===== src/hw/rtl/gwur_pkg.sv =====
`timescale 1ns / 1ps

package gwur_pkg;

	localparam int ANGLE_W  = 18;
	localparam int VEC_W    = 33;
	localparam int ZW       = 24;
	localparam int OUT_W    = 17;
	localparam int RND_W    = 20;

	localparam int NUM_ITERS      = 20;
	localparam int ITERS_PER_STG  = 2;
	localparam int NUM_STG        = NUM_ITERS / ITERS_PER_STG;
	localparam int ITER_IDX_W     = $clog2(NUM_ITERS);

	localparam logic signed [ANGLE_W-1:0] PI_Q13      = 18'sd25736;
	localparam logic signed [ANGLE_W-1:0] HALF_PI_Q13 = 18'sd12868;
	localparam logic signed [30:0]        GAIN_Q30    = 31'sd652032874;
	localparam logic signed [RND_W-1:0]   OUT_MAX     = 20'sd46341;

	// atan(2^-i) in Q.20, rounded
	localparam logic signed [ZW-1:0] ATAN_Q20 [NUM_ITERS] = '{
		24'sd823550, 24'sd486170, 24'sd256879, 24'sd130396, 24'sd65451,
		24'sd32757,  24'sd16383,  24'sd8192,   24'sd4096,   24'sd2048,
		24'sd1024,   24'sd512,    24'sd256,    24'sd128,    24'sd64,
		24'sd32,     24'sd16,     24'sd8,      24'sd4,      24'sd2
	};

	typedef struct packed {
		logic signed [VEC_W-1:0] x;
		logic signed [VEC_W-1:0] y;
		logic signed [ZW-1:0]    z;
	} gwur_vec_t;

	function automatic gwur_vec_t cordic_iter(input gwur_vec_t v, input int unsigned i);
		gwur_vec_t               r;
		logic signed [VEC_W-1:0] xs;
		logic signed [VEC_W-1:0] ys;
		xs = v.x >>> i;
		ys = v.y >>> i;
		if (!v.z[ZW-1]) begin
			r.x = v.x - ys;
			r.y = v.y + xs;
			r.z = v.z - ATAN_Q20[i[ITER_IDX_W-1:0]];
		end else begin
			r.x = v.x + ys;
			r.y = v.y - xs;
			r.z = v.z + ATAN_Q20[i[ITER_IDX_W-1:0]];
		end
		return r;
	endfunction

endpackage


===== src/hw/rtl/gwur_prep.sv =====
`timescale 1ns / 1ps

module gwur_prep import gwur_pkg::*; (
	input  logic             clk,
	input  logic             arst_n,
	input  logic             in_valid,
	output logic             in_ready,
	input  logic [15:0]      wind_u,
	input  logic [15:0]      wind_v,
	input  logic [15:0]      grid_angle,
	output logic             out_valid,
	input  logic             out_ready,
	output gwur_vec_t        out_vec
);

	logic signed [15:0]        a;
	logic signed [ANGLE_W-1:0] t_raw;
	logic signed [ANGLE_W-1:0] t_fold;
	logic                      neg;
	logic signed [16:0]        u_f;
	logic signed [16:0]        v_f;
	gwur_vec_t                 vec_d;
	logic                      vld_s1;
	gwur_vec_t                 vec_s1;

	always_comb begin
		a      = signed'(grid_angle);
		t_raw  = (ANGLE_W'(a) < HALF_PI_Q13) ? ANGLE_W'(a) : PI_Q13 - ANGLE_W'(a);
		neg    = t_raw < -HALF_PI_Q13;
		t_fold = neg ? t_raw + PI_Q13 : t_raw;
		u_f    = neg ? -(17'(signed'(wind_u))) : 17'(signed'(wind_u));
		v_f    = neg ? -(17'(signed'(wind_v))) : 17'(signed'(wind_v));
		vec_d.x = VEC_W'(u_f) <<< 14;
		vec_d.y = VEC_W'(v_f) <<< 14;
		vec_d.z = -(ZW'(t_fold) <<< 7);
	end

	assign in_ready = !vld_s1 || out_ready;

	always_ff @(posedge clk or negedge arst_n) begin
		if (!arst_n) begin
			vld_s1 <= 1'b0;
		end else if (in_ready) begin
			vld_s1 <= in_valid;
		end
	end

	always_ff @(posedge clk) begin
		if (in_ready && in_valid) begin
			vec_s1 <= vec_d;
		end
	end

	assign out_valid = vld_s1;
	assign out_vec   = vec_s1;

endmodule


===== config.mk =====
export PLATFORM = sky130hd
export DESIGN_NAME = gwur_prep
export DESIGN_NICKNAME = d
export VERILOG_FILES = /design/src/hw/rtl/gwur_pkg.sv /design/src/hw/rtl/gwur_prep.sv
export SDC_FILE = /design/constraint.sdc
export NUM_CORES = 1
export LEC_CHECK = 0
export CORE_ASPECT_RATIO = 1.75
export CORE_MARGIN = 3
export CORE_UTILIZATION = 65
export DETAILED_ROUTE_END_ITERATION = 6
export DONT_BUFFER_PORTS = 1
export PLACE_DENSITY_LB_ADDON = 0.1
export SYNTH_ARGS = -nofsm -noshare
export SYNTH_HDL_FRONTEND = slang
export SYNTH_SLANG_ARGS = --single-unit

===== constraint.sdc =====
create_clock -name clk -period 3.16 [get_ports clk]
set_clock_uncertainty 0.1 [all_clocks]
set_input_delay 0.316 -clock clk [delete_from_list [all_inputs] [get_ports clk]]
set_output_delay 0.316 -clock clk [all_outputs]
set_load 0.005 [all_outputs]

== Yosys cells after proc, flatten, opt, wreduce, memory -nomap -nowiden ==
Cells that the tools add are included.

* Reductions and logical operators: 3
* Add/sub/neg operators: 5
* Muxes and demuxes: 4
* $lt $le $gt $ge: 2

{| class="wikitable"
|+ Operators by type and width
! operator !! count
|-
| $mux W17 || 3
|-
| $neg A16 Y17 || 2
|-
| $neg A24 Y24 || 1
|-
| $lt A18 B15 Y1 const B || 1
|-
| $mux W18 || 1
|-
| $add A17 B16 Y17 const B || 1
|-
| $sub A16 B16 Y17 const A || 1
|-
| $lt A16 B15 Y1 const B || 1
|-
| $logic_and A1 B1 Y1 || 1
|-
| $logic_not A1 Y1 || 1
|-
| $logic_or A1 B1 Y1 || 1
|}

* Output and inout bits: 92
* Word-level logic and storage cells: 18
* Input port bits: 52
* Flip-flop bits (word level): 59

== Longest topological paths before layout ==
* Word-level depth: 5
* Depth in mapped cells: 18

== Least setup slack after synthesis ==
Ideal clock, no wire load.

* Path type: in2reg
* From: input grid_angle[4]
* To: register vec_s1, in the netlist out_vec[20], data pin
* Path buffers: 2
* Data required time: 2795 ps
* Data arrival time: 3805 ps
* Stages: 18
* Path slack: -1010 ps
* Library setup time: 265 ps
* Cell sequence: buf_6 -> o41ai_4 -> nand4_1 -> nand2_1 -> buf_6 -> nor2_1 -> xnor2_1 -> inv_1 -> ha_1 -> nand3_1 -> a21oi_1 -> a41o_1 -> nand2b_1 -> nor2b_1 -> a31o_1 -> a222oi_1 -> o211ai_1 -> mux2i_1

{| class="wikitable"
|+ RTL lines
! what !! line !! text
|-
| from (decl) || gwur_prep.sv:10 || <nowiki>input logic [15:0] grid_angle,</nowiki>
|-
| to (signal assigned) || gwur_prep.sv:50 || <nowiki>vec_s1 <= vec_d;</nowiki>
|-
| to (decl) || gwur_prep.sv:24 || <nowiki>gwur_vec_t vec_s1;</nowiki>
|}

==> results.py <==
metrics = {
    "status": {
        "status": "finished, violations left",
        "violations": "setup timing",
    },
    "power": {
        "power_switching_mw": 0.575,
        "p_total_mw": 1.96,
        "p_comb_frac": 0.313,
        "power.internal_mw": 1.39,
        "p_clk_frac": 0.231,
        "ir_drop_mv": 0.225,
        "switching_share": 0.293,
        "p_seq_frac": 0.456,
        "p_leak_nw": 1.98,
        "powerDensity_nw_per_um2": 387,
    },
    "clock_network": {
        "clkTransAtPathRegs_ns": 0.09,
        "cts_tree": "yes",
        "clock_path_buffers": 2,
        "cts.sinks": 52,
        "clk_latency_ns": 0.32,
        "htreeDepth": 2,
        "cts_buffers": 5,
        "cts-root-buf": "clkbuf_8",
    },
    "global_routing": {
        "overflow": 0,
        "grt_max_degree": 33,
        "grt_pass1_wl_mm": 18.2,
        "grt_pass1_vias": 3880,
        "track_usage": 0.304,
        "grt_antenna_before_repair": 0,
    },
    "sta": {
        "max_freq_ghz": 0.309,
        "hold_viol": 0,
        "fin_ws_ns": -0.0793,
        "fin_crit_sh": 1.03,
        "whs_ns": 0.00893,
        "finalSetupViolCount": 4,
        "drv_slew": 0,
        "rsz0062_at_grt": "true",
        "final.setup.tns_ns": -0.128,
        "worst_pin_slew_ns": 0.808,
        "relSlewSlack": 0.458,
        "fin_crit_ns": 3.24,
    },
    "synth": {
        "yosysSeqAreaShare": 0.358,
        "postSynthCellCount": 468,
        "synth_ff_type": "edfxtp_1",
        "synth_top_area_frac": 0.353,
        "yosysUniqueCellTypes": 77,
        "avgSynthCellArea_um2": 9.28,
        "yosys.area.top_type": "edfxtp_1",
        "synthTopCellsByArea": "edfxtp_1 35%, xnor2_1 9.5%, buf_4 7.3%",
        "ys_ff_latch": 52,
        "synth_area_um2": 4340,
        "async_flop_share": 0.0192,
        "yosysWarnings": 0,
        "synth_edf_count": 51,
    },
    "drt": {
        "totalWireLength_mm": 11.7,
        "drc": 0,
        "drt-initial-drc-count": 300,
        "drtPass1Iterations": 5,
        "antenna_left": 0,
        "dr_total_vias": 3839,
        "viasPerCell": 6.27,
        "wire_per_inst_um": 19.0,
    },
    "final_layout": {
        "diodes": 0,
        "fin_cells": 612,
        "syn_to_final_growth_pct": 16.7,
        "nets": 588,
        "postLayoutCoreUtil": 0.802,
        "nFillCells": 423,
        "drive_gt1_frac": 0.235,
        "post-route-cell-area_um2": 5070,
    },
    "placement": {
        "place_ws_ns": -0.378,
        "dpl_cell_area_um2": 4840,
        "dp_hpwl_mm": 9.00,
        "port_buffers": 0,
        "place_congestion": 0.864,
        "place_inst": 598,
    },
    "worst_setup_path": {
        "criticalPathCategory": "in -> reg",
        "critPathCaptureType": "flop",
        "worstPathRequired_ns": 3.12,
        "worstPathMaxFanout": 8,
        "crit_arrival_ns": 3.20,
        "start_kind": "input pin",
    },
    "die": {
        "die_w_um": 67.8,
        "fp.dieH_um": 114,
        "die-area_um2": 7740,
        "start_util": 0.687,
        "core_area_um2": 6320,
        "io_pins": 144,
        "row_count": 38,
    },
    "worst_hold_path": {
        "holdCritPathClass": "in -> reg",
    },
    "job": {
        "max_cap_violations": 0,
    },
}
## cells in the mapped netlist, drive strengths merged (2+ instances only)
library cell / instances
mux2i: 3
a211oi: 7
and4: 3
o211ai: 7
or4: 4
edfxtp: 51
or3: 8
xnor2: 48
a41o: 3
o21a: 2
a211o: 3
a31oi: 6
o21ba: 2
and2: 4
xor2: 13
nor2b: 2
nand2b: 12
a21o: 2
clkbuf: 5
and3: 4
inv: 16
o41ai: 5
nor3: 18
nor2: 35
a21boi: 2
nand2: 44
or2: 2
ha: 5
o21ai: 20
nand4: 5
a21oi: 18
nand3b: 2
a311o: 2
o31ai: 12
o211a: 2
a31o: 2
nand3: 9
o2111ai: 2
nor4: 5
buf: 54
## power groups by stage
stage,Sequential [mW],Combinational (mW),Clock (mW)
global route,0.903,0.667,0.483
detailed placement,0.911,0.575,0
finish,0.894,0.614,0.454
global placement,0.908,0.552,0
floorplan,0.898,0.447,0
CTS,0.896,0.592,0.450
## final timing paths
| check | startpoint | end | slack (ns) | cells past startpoint |
|---|---|---|---|---|
| setup / recovery | grid_angle[14] | out_vec[20] | -0.08 | 13 |
| hold / removal | in_valid | out_valid | 0.009 | 1 |
| setup reg to reg | out_valid | out_vec[40] | 1.24 | 3 |
| hold reg to reg | out_valid | out_valid | 0.52 | 2 |
| max in group asynchronous | arst_n | out_valid | 2.76 | 1 |
| min in group asynchronous | arst_n | out_valid | 0.09 | 1 |
## final cells by class
type,count,area (µm²),area share
inverter,16,60.1,0.0118
sequential,52,1560,0.307
multi-input combinational,375,2590,0.511
tap,80,100,0.0197
clock inverter,2,35.0,0.00691
timing repair buffer,81,656,0.129
clock buffer,6,72.6,0.0143
## cell usage in the layout (no fill, tap or decap), types with 6 or more instances in the layout
| cell type | Yosys | routed |
|---|---|---|
| a21oi_1 | 18 | 15 |
| buf_4 | 42 | 74 |
| conb_1 | 1 | 35 |
| edfxtp_1 | 51 | 51 |
| inv_1 | 16 | 15 |
| nand2_1 | 44 | 43 |
| nand2b_1 | 12 | 11 |
| nand3_1 | 9 | 8 |
| nor2_1 | 32 | 29 |
| nor3_1 | 17 | 17 |
| o211ai_1 | 6 | 6 |
| o21ai_0 | 18 | 17 |
| o31ai_1 | 10 | 9 |
| or3_1 | 8 | 7 |
| xnor2_1 | 47 | 46 |
| xor2_1 | 13 | 13 |
## layer usage
metal  up-vias  part of all wire  global-route usage
met5         -                 0                   0
met4         0             0.057               0.190
met3        57             0.072              0.0452
met2       235              0.55               0.561
met1      1774              0.32               0.302
li1       1773                 -                   -
## critical path, stage by stage
cell,delay [ns]
inv_1,0.05
a311oi_4,0.37
nand2_2,0.15
buf_4,0.16
buf_4,0.16
a21o_1,0.16
a32oi_1,0.40
o211a_1,0.34
o2111ai_2,0.17
a222oi_1,0.44
buf_4,0.21
o211ai_1,0.12
mux2i_1,0.14
## what timing repair did
item / CTS / global route
setup endpoints to repair: 5 / 19
buffers inserted: 1 / 1
pin swaps: 3 / 4
hold buffers: 4 / 0
resized for setup: 4 / 9
hold endpoints to repair: 4 / 0
## state kept, by name, summed over array words and instances, names as in the netlist
name / flops
out_vec: 51
out_valid: 1
## kinds of logic (layout without fill, tap and decap cells)
group	Yosys count	in the layout	synth area share
buffers and inverters	75	105	0.109
adder cells (fa/ha/maj)	5	5	0.0144
AND/OR/NAND/NOR	160	160	0.187
multiplexers	4	4	0.0132
other	1	35	0.000863
AO/OA/AOI/OAI	110	110	0.193
XOR/XNOR	61	61	0.125
flip-flops	52	52	0.358
No activity file was read; power rests on OpenSTA's default activity.
