==> config.mk <==
export PLATFORM = sky130hd
export DESIGN_NAME = gwur_scale
export DESIGN_NICKNAME = d
export VERILOG_FILES = /design/src/hw/rtl/gwur_pkg.sv /design/src/hw/rtl/gwur_scale.sv
export SDC_FILE = /design/constraint.sdc
export NUM_CORES = 1
export LEC_CHECK = 0
export BUFFER_PORTS_ARGS = -buffer_cell sky130_fd_sc_hd__buf_2
export CORE_UTILIZATION = 29
export DETAILED_ROUTE_END_ITERATION = 6
export SYNTH_ARGS = -nofsm -noshare
export SYNTH_HDL_FRONTEND = slang
export SYNTH_SLANG_ARGS = --single-unit
==> constraint.sdc <==
create_clock -name clk -period 3.7 [get_ports clk]
set_clock_uncertainty 0.05 [all_clocks]
set_input_delay 0.185 -clock clk [delete_from_list [all_inputs] [get_ports clk]]
set_output_delay 0.185 -clock clk [all_outputs]
set_load 0.05 [all_outputs]
==> src/hw/rtl/gwur_pkg.sv <==
`timescale 1ns / 1ps

package gwur_pkg;

	localparam int ANGLE_W  = 18;
	localparam int VEC_W    = 33;
	localparam int ZW       = 24;
	localparam int OUT_W    = 17;
	localparam int RND_W    = 20;

	localparam int NUM_ITERS      = 20;
	localparam int ITERS_PER_STG  = 2;
	localparam int NUM_STG        = NUM_ITERS / ITERS_PER_STG;
	localparam int ITER_IDX_W     = $clog2(NUM_ITERS);

	localparam logic signed [ANGLE_W-1:0] PI_Q13      = 18'sd25736;
	localparam logic signed [ANGLE_W-1:0] HALF_PI_Q13 = 18'sd12868;
	localparam logic signed [30:0]        GAIN_Q30    = 31'sd652032874;
	localparam logic signed [RND_W-1:0]   OUT_MAX     = 20'sd46341;

	// atan(2^-i) in Q.20, rounded
	localparam logic signed [ZW-1:0] ATAN_Q20 [NUM_ITERS] = '{
		24'sd823550, 24'sd486170, 24'sd256879, 24'sd130396, 24'sd65451,
		24'sd32757,  24'sd16383,  24'sd8192,   24'sd4096,   24'sd2048,
		24'sd1024,   24'sd512,    24'sd256,    24'sd128,    24'sd64,
		24'sd32,     24'sd16,     24'sd8,      24'sd4,      24'sd2
	};

	typedef struct packed {
		logic signed [VEC_W-1:0] x;
		logic signed [VEC_W-1:0] y;
		logic signed [ZW-1:0]    z;
	} gwur_vec_t;

	function automatic gwur_vec_t cordic_iter(input gwur_vec_t v, input int unsigned i);
		gwur_vec_t               r;
		logic signed [VEC_W-1:0] xs;
		logic signed [VEC_W-1:0] ys;
		xs = v.x >>> i;
		ys = v.y >>> i;
		if (!v.z[ZW-1]) begin
			r.x = v.x - ys;
			r.y = v.y + xs;
			r.z = v.z - ATAN_Q20[i[ITER_IDX_W-1:0]];
		end else begin
			r.x = v.x + ys;
			r.y = v.y - xs;
			r.z = v.z + ATAN_Q20[i[ITER_IDX_W-1:0]];
		end
		return r;
	endfunction

endpackage

==> src/hw/rtl/gwur_scale.sv <==
`timescale 1ns / 1ps

module gwur_scale import gwur_pkg::*; (
	input  logic                    clk,
	input  logic                    arst_n,
	input  logic                    in_valid,
	output logic                    in_ready,
	input  gwur_vec_t               in_vec,
	output logic                    out_valid,
	input  logic                    out_ready,
	output logic signed [OUT_W-1:0] result
);

	logic                    vld_s1;
	logic signed [62:0]      prod_s1;
	logic                    vld_s2;
	logic signed [OUT_W-1:0] res_s2;
	logic                    rdy_s1;
	logic                    rdy_s2;
	logic signed [63:0]      rnd_sum;
	logic signed [RND_W-1:0] rnd;
	logic signed [OUT_W-1:0] sat;

	assign rdy_s2   = !vld_s2 || out_ready;
	assign rdy_s1   = !vld_s1 || rdy_s2;
	assign in_ready = rdy_s1;

	// round the gain-corrected product half up to Q9.8 and clamp
	always_comb begin
		rnd_sum = 64'(prod_s1) + (64'sd1 <<< 43);
		rnd     = rnd_sum[63:44];
		if (rnd > OUT_MAX) begin
			sat = OUT_W'(OUT_MAX);
		end else if (rnd < -OUT_MAX) begin
			sat = OUT_W'(-OUT_MAX);
		end else begin
			sat = rnd[OUT_W-1:0];
		end
	end

	always_ff @(posedge clk or negedge arst_n) begin
		if (!arst_n) begin
			vld_s1 <= 1'b0;
			vld_s2 <= 1'b0;
		end else begin
			if (rdy_s1) begin
				vld_s1 <= in_valid;
			end
			if (rdy_s2) begin
				vld_s2 <= vld_s1;
			end
		end
	end

	always_ff @(posedge clk) begin
		if (rdy_s1 && in_valid) begin
			prod_s1 <= signed'(in_vec.x[31:0]) * GAIN_Q30;
		end
		if (rdy_s2 && vld_s1) begin
			res_s2 <= sat;
		end
	end

	assign out_valid = vld_s2;
	assign result    = res_s2;

	a_rise_from_s1: assert property (@(posedge clk) disable iff (!arst_n)
		$rose(vld_s2) |-> $past(vld_s1))
		else $error("result valid without a product in stage 1");

endmodule

-- Word level (Yosys, flattened, before mapping)
Index checks and enable logic that the tools add are counted.
- add/subtract/negate cells: 1
- multipliers: 1
- $lt $le $gt $ge: 2
- multiplexer cells: 1
- reduce and logical (&&, ||, !) cells: 7
- operators by type and width (operator ; number):
    63-bit by 45-bit adder with 64-bit output (second input constant) ; 1
    32-bit by 30-bit multiplier with 62-bit output (second input constant) ; 1
    20-bit by 17-bit greater-than comparator with 1-bit output (second input constant) ; 1
    20-bit by 17-bit < comparator with 1-bit output (second input constant) ; 1
    17-bit two-way mux ; 1
    1-bit logical AND ; 2
    1-bit logical NOT ; 2
    1-bit logical OR ; 2
    2-bit OR reduction ; 1
- flip-flop bits (word level): 81
- input port bits: 94
- output and inout port bits: 19
- word-level logic and storage cells: 17

-- Longest topological paths before layout
Gate-level depths: netlist of run 1.
- depth after elaboration: 4
- mapped depth: 27
- gate-level depth less buffers: 26

-- Worst setup path after synthesis of run 1
Ideal clock, no wire load.
- kind: input-to-reg
- start point: input in_vec[67] in the netlist's numbering
- end point: register prod_s1[61], data pin
- setup time: 259 ps
- data arrival time: 6459 ps
- data required time: 3391 ps
- path slack: -3068 ps
- stages: 27
- buffers on the path: 1
- path through: ha_1 > clkbuf_1 > xor2_1 > ha_1 > a21oi_1 > inv_1 > ha_1 > inv_1 > fa_1 > inv_1 > fa_1 > inv_1 > fa_1 > inv_1 > fa_1 > inv_1 > fa_1 > inv_1 > ha_1 > nand2_1 > nor3_1 > o21ai_0 > a2111oi_0 > o31ai_1 > o41ai_1 > nor4_1 > a211o_1
- word-level cells in the longest chain between the ends: 1
- ends and longest elaborated chain (what ; line ; RTL):
    from (decl) ; gwur_scale.sv:8 ; input gwur_vec_t in_vec,
    32-bit by 30-bit multiplier with 62-bit output ; gwur_scale.sv:57 ; prod_s1 <= signed'(in_vec.x[31:0]) * GAIN_Q30;
    to (signal assigned) ; gwur_scale.sv:57 ;
    to (decl) ; gwur_scale.sv:15 ; logic signed [62:0] prod_s1;
Every way passes these cells.
A chain may end at the register's enable or synchronous reset.

-- Final worst setup path of run 1
- start point: input in_vec[80] in the netlist's numbering
- end point: register prod_s1[52], data pin
Same word-level chain as after synthesis.

==> results.txt, run 1 <==
- Fraction of registers with async set or reset after synthesis: 0.05128
- The number of antenna violations at the first check in global routing came to 0.
- Together, buffers and inverters on the worst path number 6.
* Maximum number of pins on one net before global-route repair: 35
* Post-synthesis sequential area ratio: 0.05514
- In the final routed layout, each cell accounts on average for 17.65 µm.
* Top Family by Delay on Critical Path: adder cells
- Headroom to the max-slew limit came out at 0.3651.
* Placeable core area: 71,610 µm²
- STA classifies the critical path startpoint as a primary input.
* Growth of design area from synthesis to finish: 34.44%
* TritonCTS buffer count: 5
- In this run the vertical extent of the chip is 271.5 µm.
* Violations in the final reports: setup timing
- Number of nets still failing antenna checks after routing: 0
- Worst hold path type: in2reg
- Counting along the longest clock path gives a buffer depth of 2.
- The finished cells cover 28,310 µm².
* Horiz. Die Dim: 271.5 µm
- In the routed layout, each cell is associated on average with a via count of 4.457.
* Number of hold-slack violations in the final timing report: 0
* Gp weighted congestion: 0.9736
- Crit path cell chain: buf_8 > ha_4 > inv_4 > fa_2 > fa_1 > fa_1 > inv_2 > fa_2 > fa_2 > fa_1 > inv_1 > fa_1 > inv_2 > ha_4 > and3_4 > a221oi_4 > a21oi_2 > or4b_4 > o31ai_4 > buf_12 > o21bai_4 > a31oi_1 > xnor2_1
* Number of distinct library cell variants in the gate-level netlist after synthesis: 70
* Floorplan die area: 73,690 µm²
- Number of top-level pins: 113
- The initial utilization of the core area, before any placement, comes to 0.2941.
- Slew at the pin with the worst max-slew slack: 952.4 ps
- Gate Count Post-Synth: 2,186
* Worst setup path class: in2reg
- Along the worst path, the maximum fanout reaches 5.
- Post-detailed-placement half-perimeter wirelength: 58,180 µm
- Critical-path top delay cell: sky130_fd_sc_hd__fa_2
- Cell type contributing the most total cell area after synthesis: sky130_fd_sc_hd__fa_1
* Run status: complete, but fails checks
* Combined area of all synthesized cells: 21,060 µm²
* Sinks on Clock Net: 39
- STA classifies the critical path endpoint as a register.
- The via count of the first global-routing pass is 17,630.
* Mapped Avg Cell Area: 9.633 µm²
* Net count of the mapped netlist: 3,068
* Total routing resource utilization after global routing: 0.1775
* Share of Yosys cell area claimed by the top area cell type: 0.3983
* Slew Viols, Final: 0
- Among all flip-flop cells after synthesis, the most frequent one is sky130_fd_sc_hd__edfxtp_1.
- Clock latency reported for the late side of the worst-skew pair: 280 ps
- Sum of routed wire length over all layers: 64,360 µm
- Buffers placed on the I/O ports in this run total 54.
* Peak clock frequency supported by timing: 0.1509 GHz
- The worst path in the final design needs a cycle of 6625 ps, including I/O delays and setup.
- Largest cells by area after synthesis: sky130_fd_sc_hd__fa_1 40%, sky130_fd_sc_hd__ha_1 22%, sky130_fd_sc_hd__inv_1 12%
- The first detailed-routing pass ran for 5 iterations.
* Reported max-cap violation count: 0
* Detailed router's first-iteration violation count: 902
- On the worst path, the slowest cell contributes a delay of 630 ps.
- Row generation in the floorplan step produced 98 rows.
- Number of diodes added for antenna fixing: 0
- The H-tree was split into 2 levels.
- Commonest cells in the netlist: 684 x sky130_fd_sc_hd__inv_1, 419 x sky130_fd_sc_hd__fa_1, 369 x sky130_fd_sc_hd__ha_1
* Arr. time, crit path: 6610 ps
- The cell sitting at the root of the clock tree is a sky130_fd_sc_hd__clkbuf_16.
- Proportion of layout cells with a drive suffix above 1: 0.3049
- #FFs+latches synth: 39
* Required time at the endpoint of the critical path: 3680 ps
- Wire length of the first global-routing pass: 100,500 µm
- Among the stages of the critical path, the cell type that occurs most often is sky130_fd_sc_hd__fa_1.
- Summing all placed instances gives a cell area of 26,570 µm².
- Setup repair after global routing could not meet its margin everywhere.
* Count of endpoints failing setup in the final report: 20
- In the final design database the tool counted 3,577 nets.
- TritonCTS clock tree: yes
- After clock tree synthesis, the clock-pin slew on the worst setup and hold paths is 60 ps.
* Cell with the most instances after synthesis: sky130_fd_sc_hd__inv_1
* Worst path setup slack after routing: -2925 ps
- During synthesis, Yosys emitted a total of 0 warnings.
* Vias after detailed routing: 16,250
- Post-route DRC: 0
- Counting flops with a built-in enable in the synthesized netlist gives 37.
- Remaining global-route overflow: 0
- Worst-case hold slack: 66.14 ps
- Dividing the final minimum period by the clock period gives 1.791.
## flip-flops by register name, summed over array words and instances (netlist names)
register / cells
vld_s1: 1
result: 17
prod_s1: 20
out_valid: 1
## path summary, 6_finish.rpt
check / from / to / cells past startpoint / slack [ps]
setup / recovery: in_vec[80] / prod_s1[52] / 23 / -2930
setup reg to reg: prod_s1[44] / result[3] / 9 / 660
hold reg to reg: vld_s1 / out_valid / 1 / 450
hold / removal: in_valid / vld_s1 / 2 / 70
min in group asynchronous: arst_n / vld_s1 / 2 / 180
max in group asynchronous: arst_n / out_valid / 2 / 3320
## layout by cell type, fill, tap and decap left out, types with 27 or more instances in the layout
master                     synthesis  final
sky130_fd_sc_hd__nand2_1          63     59
sky130_fd_sc_hd__xor2_1           76     52
sky130_fd_sc_hd__buf_2             4     27
sky130_fd_sc_hd__fa_2              0     33
sky130_fd_sc_hd__a21o_1           58     58
sky130_fd_sc_hd__buf_4             0    465
sky130_fd_sc_hd__inv_2             1     35
sky130_fd_sc_hd__inv_1           684    647
sky130_fd_sc_hd__edfxtp_1         37     37
sky130_fd_sc_hd__xnor2_1          56     51
sky130_fd_sc_hd__ha_4              0     65
sky130_fd_sc_hd__o21ai_0          48     32
sky130_fd_sc_hd__fa_1            419    386
sky130_fd_sc_hd__nor2_1           38     31
sky130_fd_sc_hd__a21oi_1          95     67
sky130_fd_sc_hd__ha_1            369    280
## what timing repair did
action                                 CTS  global route
setup endpoints to repair               20            20
pin swaps                               51            76
hold buffers                             1             0
endpoints found under the hold margin    2             0
gates resized for setup                139           152
buffers inserted                        12            16
## metrics by stage
| stage | utilization | setup slack, ps | instances | TNS [ps] |
|---|---|---|---|---|
| after floorplan | - | -2709 | 2186 | -48790 |
| after global placement | 0.3711 | -3465 | 3614 | -64890 |
| after CTS | 0.3835 | -2910 | 3634 | -54890 |
| final | 0.3954 | -2925 | 3646 | -54850 |
| after detailed placement | 0.3711 | -3448 | 3614 | -64780 |
| after global routing | 0.3954 | -3107 | 3646 | -58950 |
## logic make-up after synthesis
kind of cell / share of synthesized area
buf+inv: 0.1279
simple gates: 0.05146
compound gates: 0.08954
xor+xnor: 0.05490
fa+ha+maj: 0.6176
flops: 0.05514
mux: 0.003446
## metal layers
layer  up-vias  GRT usage  part of all wire
li1       7772          -                 -
met1      8054     0.2445              0.46
met5         -          0                 0
met2       360     0.2951              0.47
met3        65    0.02848             0.058
met4         0    0.03119             0.017
## area by class of cell
type	instances	area (µm²)
Clock buffer	6	128.9
Inverter	686	2586
Multi-Input combinational cell	1433	19070
Clock inverter	2	60.06
Fill cell	7055	43300
Tap cell	950	1189
Timing Repair Buffer	530	4114
Sequential cell	39	1161
Power of run 1 is left out: the tool's default activity adds up to more than one toggle a clock period on the data nets, which glitch-free logic cannot reach.
==> run 2: changes to the inputs <==
--- a/config.mk
+++ b/config.mk
@@ -7,7 +7,10 @@
 export LEC_CHECK = 0
 export BUFFER_PORTS_ARGS = -buffer_cell sky130_fd_sc_hd__buf_2
 export CORE_UTILIZATION = 29
+export CTS_CLUSTER_SIZE = 30
 export DETAILED_ROUTE_END_ITERATION = 6
+export HOLD_SLACK_MARGIN = 0.02
+export PLACE_DENSITY = 0.49
 export SYNTH_ARGS = -nofsm -noshare
 export SYNTH_HDL_FRONTEND = slang
 export SYNTH_SLANG_ARGS = --single-unit
==> results.txt, run 2 (synthesis results as in run 1) <==
* Remaining global-route overflow: 0 (unchanged)
- The final routed wirelength across all metal layers was 70,060 µm (+8.9%).
* Area of the multi-input gates: 19,270 µm² (+1.1%)
- The die outline height came to 271.5 µm (unchanged).
- Post-route DRC: 0 (unchanged)
* Vias per Instance: 4.484 (+0.61%)
* Gp weighted congestion: 0.9390 (-3.6%)
* Wire length of the first global-routing pass: 106,700 µm (+6.2%)
- Part of the cycle the worst path needs: 1.763 (-0.02798)
- Setup repair after global routing could not meet its margin everywhere.
- The maximum buffer depth of the clock tree is 2 (unchanged).
* Vias after detailed routing: 16,380 (+0.80%)
* Worst max-slew margin expressed relative to the limit: 0.3500 (-0.01505)
* Worst-path clk slew: 60 ps (about the same)
- TritonCTS buffer count: 5 (unchanged)
* Largest register FFs: 20 (unchanged)
* Initial Utilization: 0.2941 (unchanged)
- Cell row count: 98 (unchanged)
* H-Tree Level Count: 2 (unchanged)
- Leaving out fill and tap cells, the most frequent cells in the layout are 631 x sky130_fd_sc_hd__inv_1, 463 x sky130_fd_sc_hd__buf_4, 379 x sky130_fd_sc_hd__fa_1.
* Root Driver: sky130_fd_sc_hd__clkbuf_16
- # fillers: 7,190 (+1.9%)
* Peak clock frequency supported by timing: 0.1533 GHz (+1.6%)
- Setup crit start kind: primary input
- Post-detailed-placement half-perimeter wirelength: 64,750 µm (+11%)
* Slew at the pin with the worst max-slew slack: 974.9 ps (+22.58 ps)
* Number of antenna violations at the first check in global routing: 0 (unchanged)
- TritonCTS built the clock tree.
* Run status: complete, but fails checks
- Number of I/O port buffers: 54 (unchanged)
- The worst setup path is captured at a register.
- Detailed router's first-iteration violation count: 860 (-4.7%)
* Post-Place Cells: 3,620 (+0.17%)
- Violations in the final reports: setup timing
- Maximum number of pins on one net before global-route repair: 26 (-26%)
* Floorplan die area: 73,690 µm² (unchanged)
- The final hold violation count was 0 (unchanged).
- Count of endpoints failing setup in the final report: 20 (unchanged)
* Avg WL per Cell: 19.18 µm (+8.7%)
* Number of top-level pins: 113 (unchanged)
- prod_s1 holds more flip-flops than any other register.
* Worst hold path type: in2reg
* Placeable core area: 71,610 µm² (unchanged)
- Clock latency reported for the late side of the worst-skew pair: 280 ps (about the same)
- Number of non-filler instances in the completed layout: 3,653 (+0.19%)
- Number of nets still failing antenna checks after routing: 0 (unchanged)
* Worst path setup slack after routing: -2822 ps (+103.5 ps)
- The area taken by flip-flops and latches came to 1161 µm² (unchanged).
* Growth of design area from synthesis to finish: 35.73%
- The number of clock sinks was 39 (unchanged).
- Leaving out fill and tap cells, the most frequent cell in the layout is sky130_fd_sc_hd__inv_1.
- The count of maximum capacitance violations is 0 (unchanged).
- The number of max-slew violations in the final report came to 0 (unchanged).
* Required time at the endpoint of the critical path: 3680 ps (about the same)
- Proportion of layout cells with a drive suffix above 1: 0.3219 (+0.01697)
- The overall fraction of global-route tracks in use is 0.1907 (+0.01315).
- The total inserted antenna cells was 0 (unchanged).
- First-pass iteration count of the detailed router: 4 (-1)
- Horiz. Die Dim: 271.5 µm (unchanged)
- The maximum net fanout on the critical path was 4 (-1).
* Worst setup path class: in2reg
* Via count of the first global-routing pass: 18,010 (+2.1%)
- Arr. time, crit path: 6500 ps (-110 ps)
* Min Clock Period, post-route: 6522 ps (-103.5 ps)
- Fin nets: 3,584 (+0.20%)
run 2: worst max-delay path: stages:
cell                       delay [ps]
sky130_fd_sc_hd__buf_2            140
sky130_fd_sc_hd__ha_4             270
sky130_fd_sc_hd__inv_2             60
sky130_fd_sc_hd__fa_1             520
sky130_fd_sc_hd__fa_1             450
sky130_fd_sc_hd__fa_1             590
sky130_fd_sc_hd__inv_1             80
sky130_fd_sc_hd__fa_1             490
sky130_fd_sc_hd__fa_2             400
sky130_fd_sc_hd__fa_1             510
sky130_fd_sc_hd__inv_1             50
sky130_fd_sc_hd__fa_1             500
sky130_fd_sc_hd__inv_1             40
sky130_fd_sc_hd__ha_1             300
sky130_fd_sc_hd__and3_4           190
sky130_fd_sc_hd__a221oi_4         280
sky130_fd_sc_hd__a21oi_2           90
sky130_fd_sc_hd__or4b_4           520
sky130_fd_sc_hd__o31ai_4          260
sky130_fd_sc_hd__buf_6            160
sky130_fd_sc_hd__o21ai_1           70
sky130_fd_sc_hd__nor2b_2          160
sky130_fd_sc_hd__xor2_1           160
run 2: area by class of cell:
type                    instances  area share
clock buffers                   5    0.004378
clock inverters                 3   0.0008755
inverters                     686     0.09044
multi-input cells            1433      0.6743
flip-flops and latches         39     0.04062
well taps                     950     0.04159
repair buffers                537      0.1477
run 2: path summary, 6_finish.rpt:
| check | start | to | slack [ps] | cells after the start |
|---|---|---|---|---|
| setup / recovery | in_vec[83] | prod_s1[56] | -2820 | 23 |
| hold / removal | in_valid | vld_s1 | 50 | 2 |
| setup reg to reg | prod_s1[44] | result[0] | 630 | 9 |
| hold reg to reg | vld_s1 | out_valid | 450 | 1 |
| max in group asynchronous | arst_n | out_valid | 3320 | 2 |
| min in group asynchronous | arst_n | vld_s1 | 180 | 2 |
run 2: per-stage QoR:
| stage | setup WS (ps) | hold WS [ps] | utilization | instance area (µm²) | TNS (ps) |
|---|---|---|---|---|---|
| floorplan | -2709 | -160.6 | - | 21930 | -48790 |
| global placement | -3395 | -80.28 | 0.3719 | 26630 | -65350 |
| detailed placement | -3526 | -78.05 | 0.3719 | 26630 | -67370 |
| CTS | -2822 | 48.83 | 0.3900 | 27930 | -53530 |
| global route | -2985 | 51.36 | 0.3991 | 28580 | -57330 |
| finish | -2822 | 54.25 | 0.3991 | 28580 | -53770 |
run 2: metal layers:
metal / global-route usage / vias to the layer above / part of all wire
met3: 0.01557 / 34 / 0.032
met4: 0.02099 / 0 / 0.011
met1: 0.2765 / 8311 / 0.48
met5: 0 / - / 0
li1: - / 7794 / -
met2: 0.3175 / 242 / 0.48
run 2: what timing repair did:
action	CTS	global route
setup buffers	10	18
hold endpoints to repair	2	0
setup endpoints to repair	20	20
hold buffers	1	0
resized for setup	213	138
pin swaps	97	93
Power of run 2 is left out for the same reason.
==> run 3: changes to the inputs <==
--- a/config.mk
+++ b/config.mk
@@ -7,6 +7,7 @@
 export LEC_CHECK = 0
 export BUFFER_PORTS_ARGS = -buffer_cell sky130_fd_sc_hd__buf_2
 export CORE_UTILIZATION = 29
+export CTS_BUF_LIST = sky130_fd_sc_hd__clkbuf_4 sky130_fd_sc_hd__clkbuf_8
 export CTS_CLUSTER_SIZE = 30
 export DETAILED_ROUTE_END_ITERATION = 6
 export HOLD_SLACK_MARGIN = 0.02
==> results.txt, run 3 (synthesis results as in run 1) <==
- Run status: complete, but fails checks
* Violations in the final reports: setup timing
- Largest register FFs: 20 (unchanged)
- TritonCTS built the clock tree.
* Die Span Y: 271.5 µm (unchanged)
* Unrepaired setup endpoints after global routing: yes
* TritonCTS buffer count: 5 (unchanged)
* Worst Setup SP: in_vec[84]
- Number of antenna violations at the first check in global routing: 0 (unchanged)
* Count of buffering cells on the critical path with inverters included: 6 (unchanged)
* Number of hold-slack violations in the final timing report: 0 (unchanged)
- Top Family by Delay on Critical Path: adder cells
- Walking the worst path, the cells encountered are buf_2 > ha_4 > inv_2 > fa_1 > fa_1 > fa_2 > inv_2 > fa_1 > fa_2 > fa_1 > inv_1 > fa_1 > inv_1 > ha_1 > and3_4 > a221oi_4 > a21oi_2 > or4b_4 > o31ai_4 > buf_6 > o21ai_0 > nor2b_1 > xor2_1.
- Worst setup slack after placement: -3526 ps (unchanged)
- Number of nets still failing antenna checks after routing: 0 (unchanged)
- The count of maximum capacitance violations was 0 (unchanged).
* Wire length of the first global-routing pass: 106,800 µm (about the same)
* Register ranked first by flip-flop count: prod_s1
* Vias per Instance: 4.492 (+0.17%)
* Number of top-level pins: 113 (unchanged)
- The via count of the first global-routing pass is 18,020 (+0.050%).
- The maximum net fanout on the critical path is 4 (unchanged).
- The number of inserted filler cells in the final layout is 7,172 (-0.25%).
- Start point of the worst hold path: in_valid
- Maximum number of pins on one net before global-route repair: 26 (unchanged)
- The number of DRC markers in iteration 0 was 850 (-1.2%).
* Min Clock Period, post-route: 6504 ps (-17.89 ps)
* Slew Viols, Final: 0 (unchanged)
- The total inserted antenna cells was 0 (unchanged).
- From synthesis to final layout, the design area changed by 36.89%.
- The slowest stage of the critical path belongs to the cell sky130_fd_sc_hd__fa_2.
- In this run the worst hold path is classified as in2reg.
- Root Driver: sky130_fd_sc_hd__clkbuf_8
- The final routed DRC violation total was 0 (unchanged).
- The final number of setup-violating endpoints came to 20 (unchanged).
- The fraction of layout cells with a size suffix above 1 was 0.3353 (+0.01343).
- Avg WL per Cell: 19.19 µm (about the same)
- The post-layout worst setup margin came to -2804 ps (+17.89 ps).
* Floorplan die area: 73,690 µm² (unchanged)
* Worst max-slew margin expressed relative to the limit: 0.3399 (-0.01015)
* Total routing resource utilization after global routing: 0.1908 (about the same)
* Worst-path clk slew: 90 ps (+30 ps)
* Horiz. Die Dim: 271.5 µm (unchanged)
* Clock latency reported for the late side of the worst-skew pair: 300 ps (+20 ps)
- Required time at the endpoint of the critical path: 3690 ps (about the same)
* Part of the cycle the worst path needs: 1.758 (-0.004835)
- The sum of net half-perimeters after detailed placement is 64,750 µm (unchanged).
- The most numerous cell type found on the critical path is sky130_fd_sc_hd__fa_1.
- Commonest cells after routing, fill and taps aside: 617 x sky130_fd_sc_hd__inv_1, 466 x sky130_fd_sc_hd__buf_4, 378 x sky130_fd_sc_hd__fa_1
- The final routed wirelength across all metal layers came to 70,310 µm (+0.36%).
- Leaving out fill and tap cells, the most frequent cell in the layout is sky130_fd_sc_hd__inv_1.
- The maximum buffer depth of the clock tree came to 2 (unchanged).
- H-Tree Level Count: 2 (unchanged)
* Sinks on Clock Net: 39 (unchanged)
* Peak clock frequency supported by timing: 0.1538 GHz (+0.28%)
- The placement row count came to 98 (unchanged).
* Number of I/O port buffers: 54 (unchanged)
- Arr. time, crit path: 6500 ps (about the same)
- Launch point of the worst reg-to-reg path: prod_s1[43]
- Initial Utilization: 0.2941 (unchanged)
- The floorplan core area was 71,610 µm² (unchanged).
* Gp weighted congestion: 0.9390 (unchanged)
* Critical path capture point type: register
- The via count of the routed design came to 16,460 (+0.47%).
- The total number of nets in the final design was 3,595 (+0.31%).
- Worst setup path class: in2reg
* First-pass iteration count of the detailed router: 5 (+1)
* Remaining global-route overflow: 0 (unchanged)
- The maximum single-stage delay on the critical path is 610 ps (+20 ps).
- Slew at the pin with the worst max-slew slack: 990.2 ps (+15.23 ps)
* Setup crit start kind: primary input
## run 3: changes by cell type in the layout (fill, tap and decap cells not counted), sizes merged
cell,before,now
buf,534,546
clkbuf,7,6
## run 3: final cells by class
| cell class | instances | area [µm²] | share of cell area |
|---|---|---|---|
| multi-input combinational | 1433 | 19420 | 0.6736 |
| timing repair buffer | 548 | 4379 | 0.1519 |
| inverter | 686 | 2585 | 0.08968 |
| tap | 950 | 1189 | 0.04124 |
| sequential | 39 | 1161 | 0.04028 |
| clock buffer | 5 | 68.82 | 0.002387 |
| clock inverter | 3 | 25.02 | 0.0008681 |
## run 3: per-stage QoR
stage	cell area, µm²	TNS [ps]	hold slack (ps)	utilization	cells
finish	28830	-52580	34.83	0.4025	3664
global placement	26630	-65350	-80.28	0.3719	3620
detailed placement	26630	-67370	-78.05	0.3719	3620
floorplan	21930	-48790	-160.6	-	2186
global route	28830	-55880	23.68	0.4025	3664
CTS	27980	-52900	25.54	0.3908	3641
## run 3: metal layers
layer	routed length, µm	track usage
met5	0	0
met4	744	0.01922
met3	2493	0.01698
met2	33920	0.3186
met1	33150	0.2757
## run 3: final timing paths
check	endpoint	slack, ps	depth (start not counted)
hold reg to reg	out_valid	460	1
hold / removal	vld_s1	30	2
min in group asynchronous	vld_s1	160	2
setup / recovery	prod_s1[56]	-2800	23
max in group asynchronous	out_valid	3350	2
setup reg to reg	result[0]	630	9
## run 3: worst reg2reg max path: stages (launching register included)
cell                       delay (ps)
sky130_fd_sc_hd__edfxtp_1         440
sky130_fd_sc_hd__ha_1             310
sky130_fd_sc_hd__nand4_1          250
sky130_fd_sc_hd__or2_2            390
sky130_fd_sc_hd__nor4_1           300
sky130_fd_sc_hd__a21oi_1           80
sky130_fd_sc_hd__nor2_1           150
sky130_fd_sc_hd__o211ai_1         140
sky130_fd_sc_hd__a31o_2           340
sky130_fd_sc_hd__or3_1            370
## run 3: repair_timing
| item | 4_1_cts | 5_1_grt |
|---|---|---|
| resized for setup | 240 | 159 |
| buffers inserted | 15 | 25 |
| pin swaps | 133 | 106 |
| endpoints found under the hold margin | 2 | 0 |
| setup endpoints to repair | 20 | 20 |
| hold buffers | 1 | 0 |
Power of run 3 is left out for the same reason.
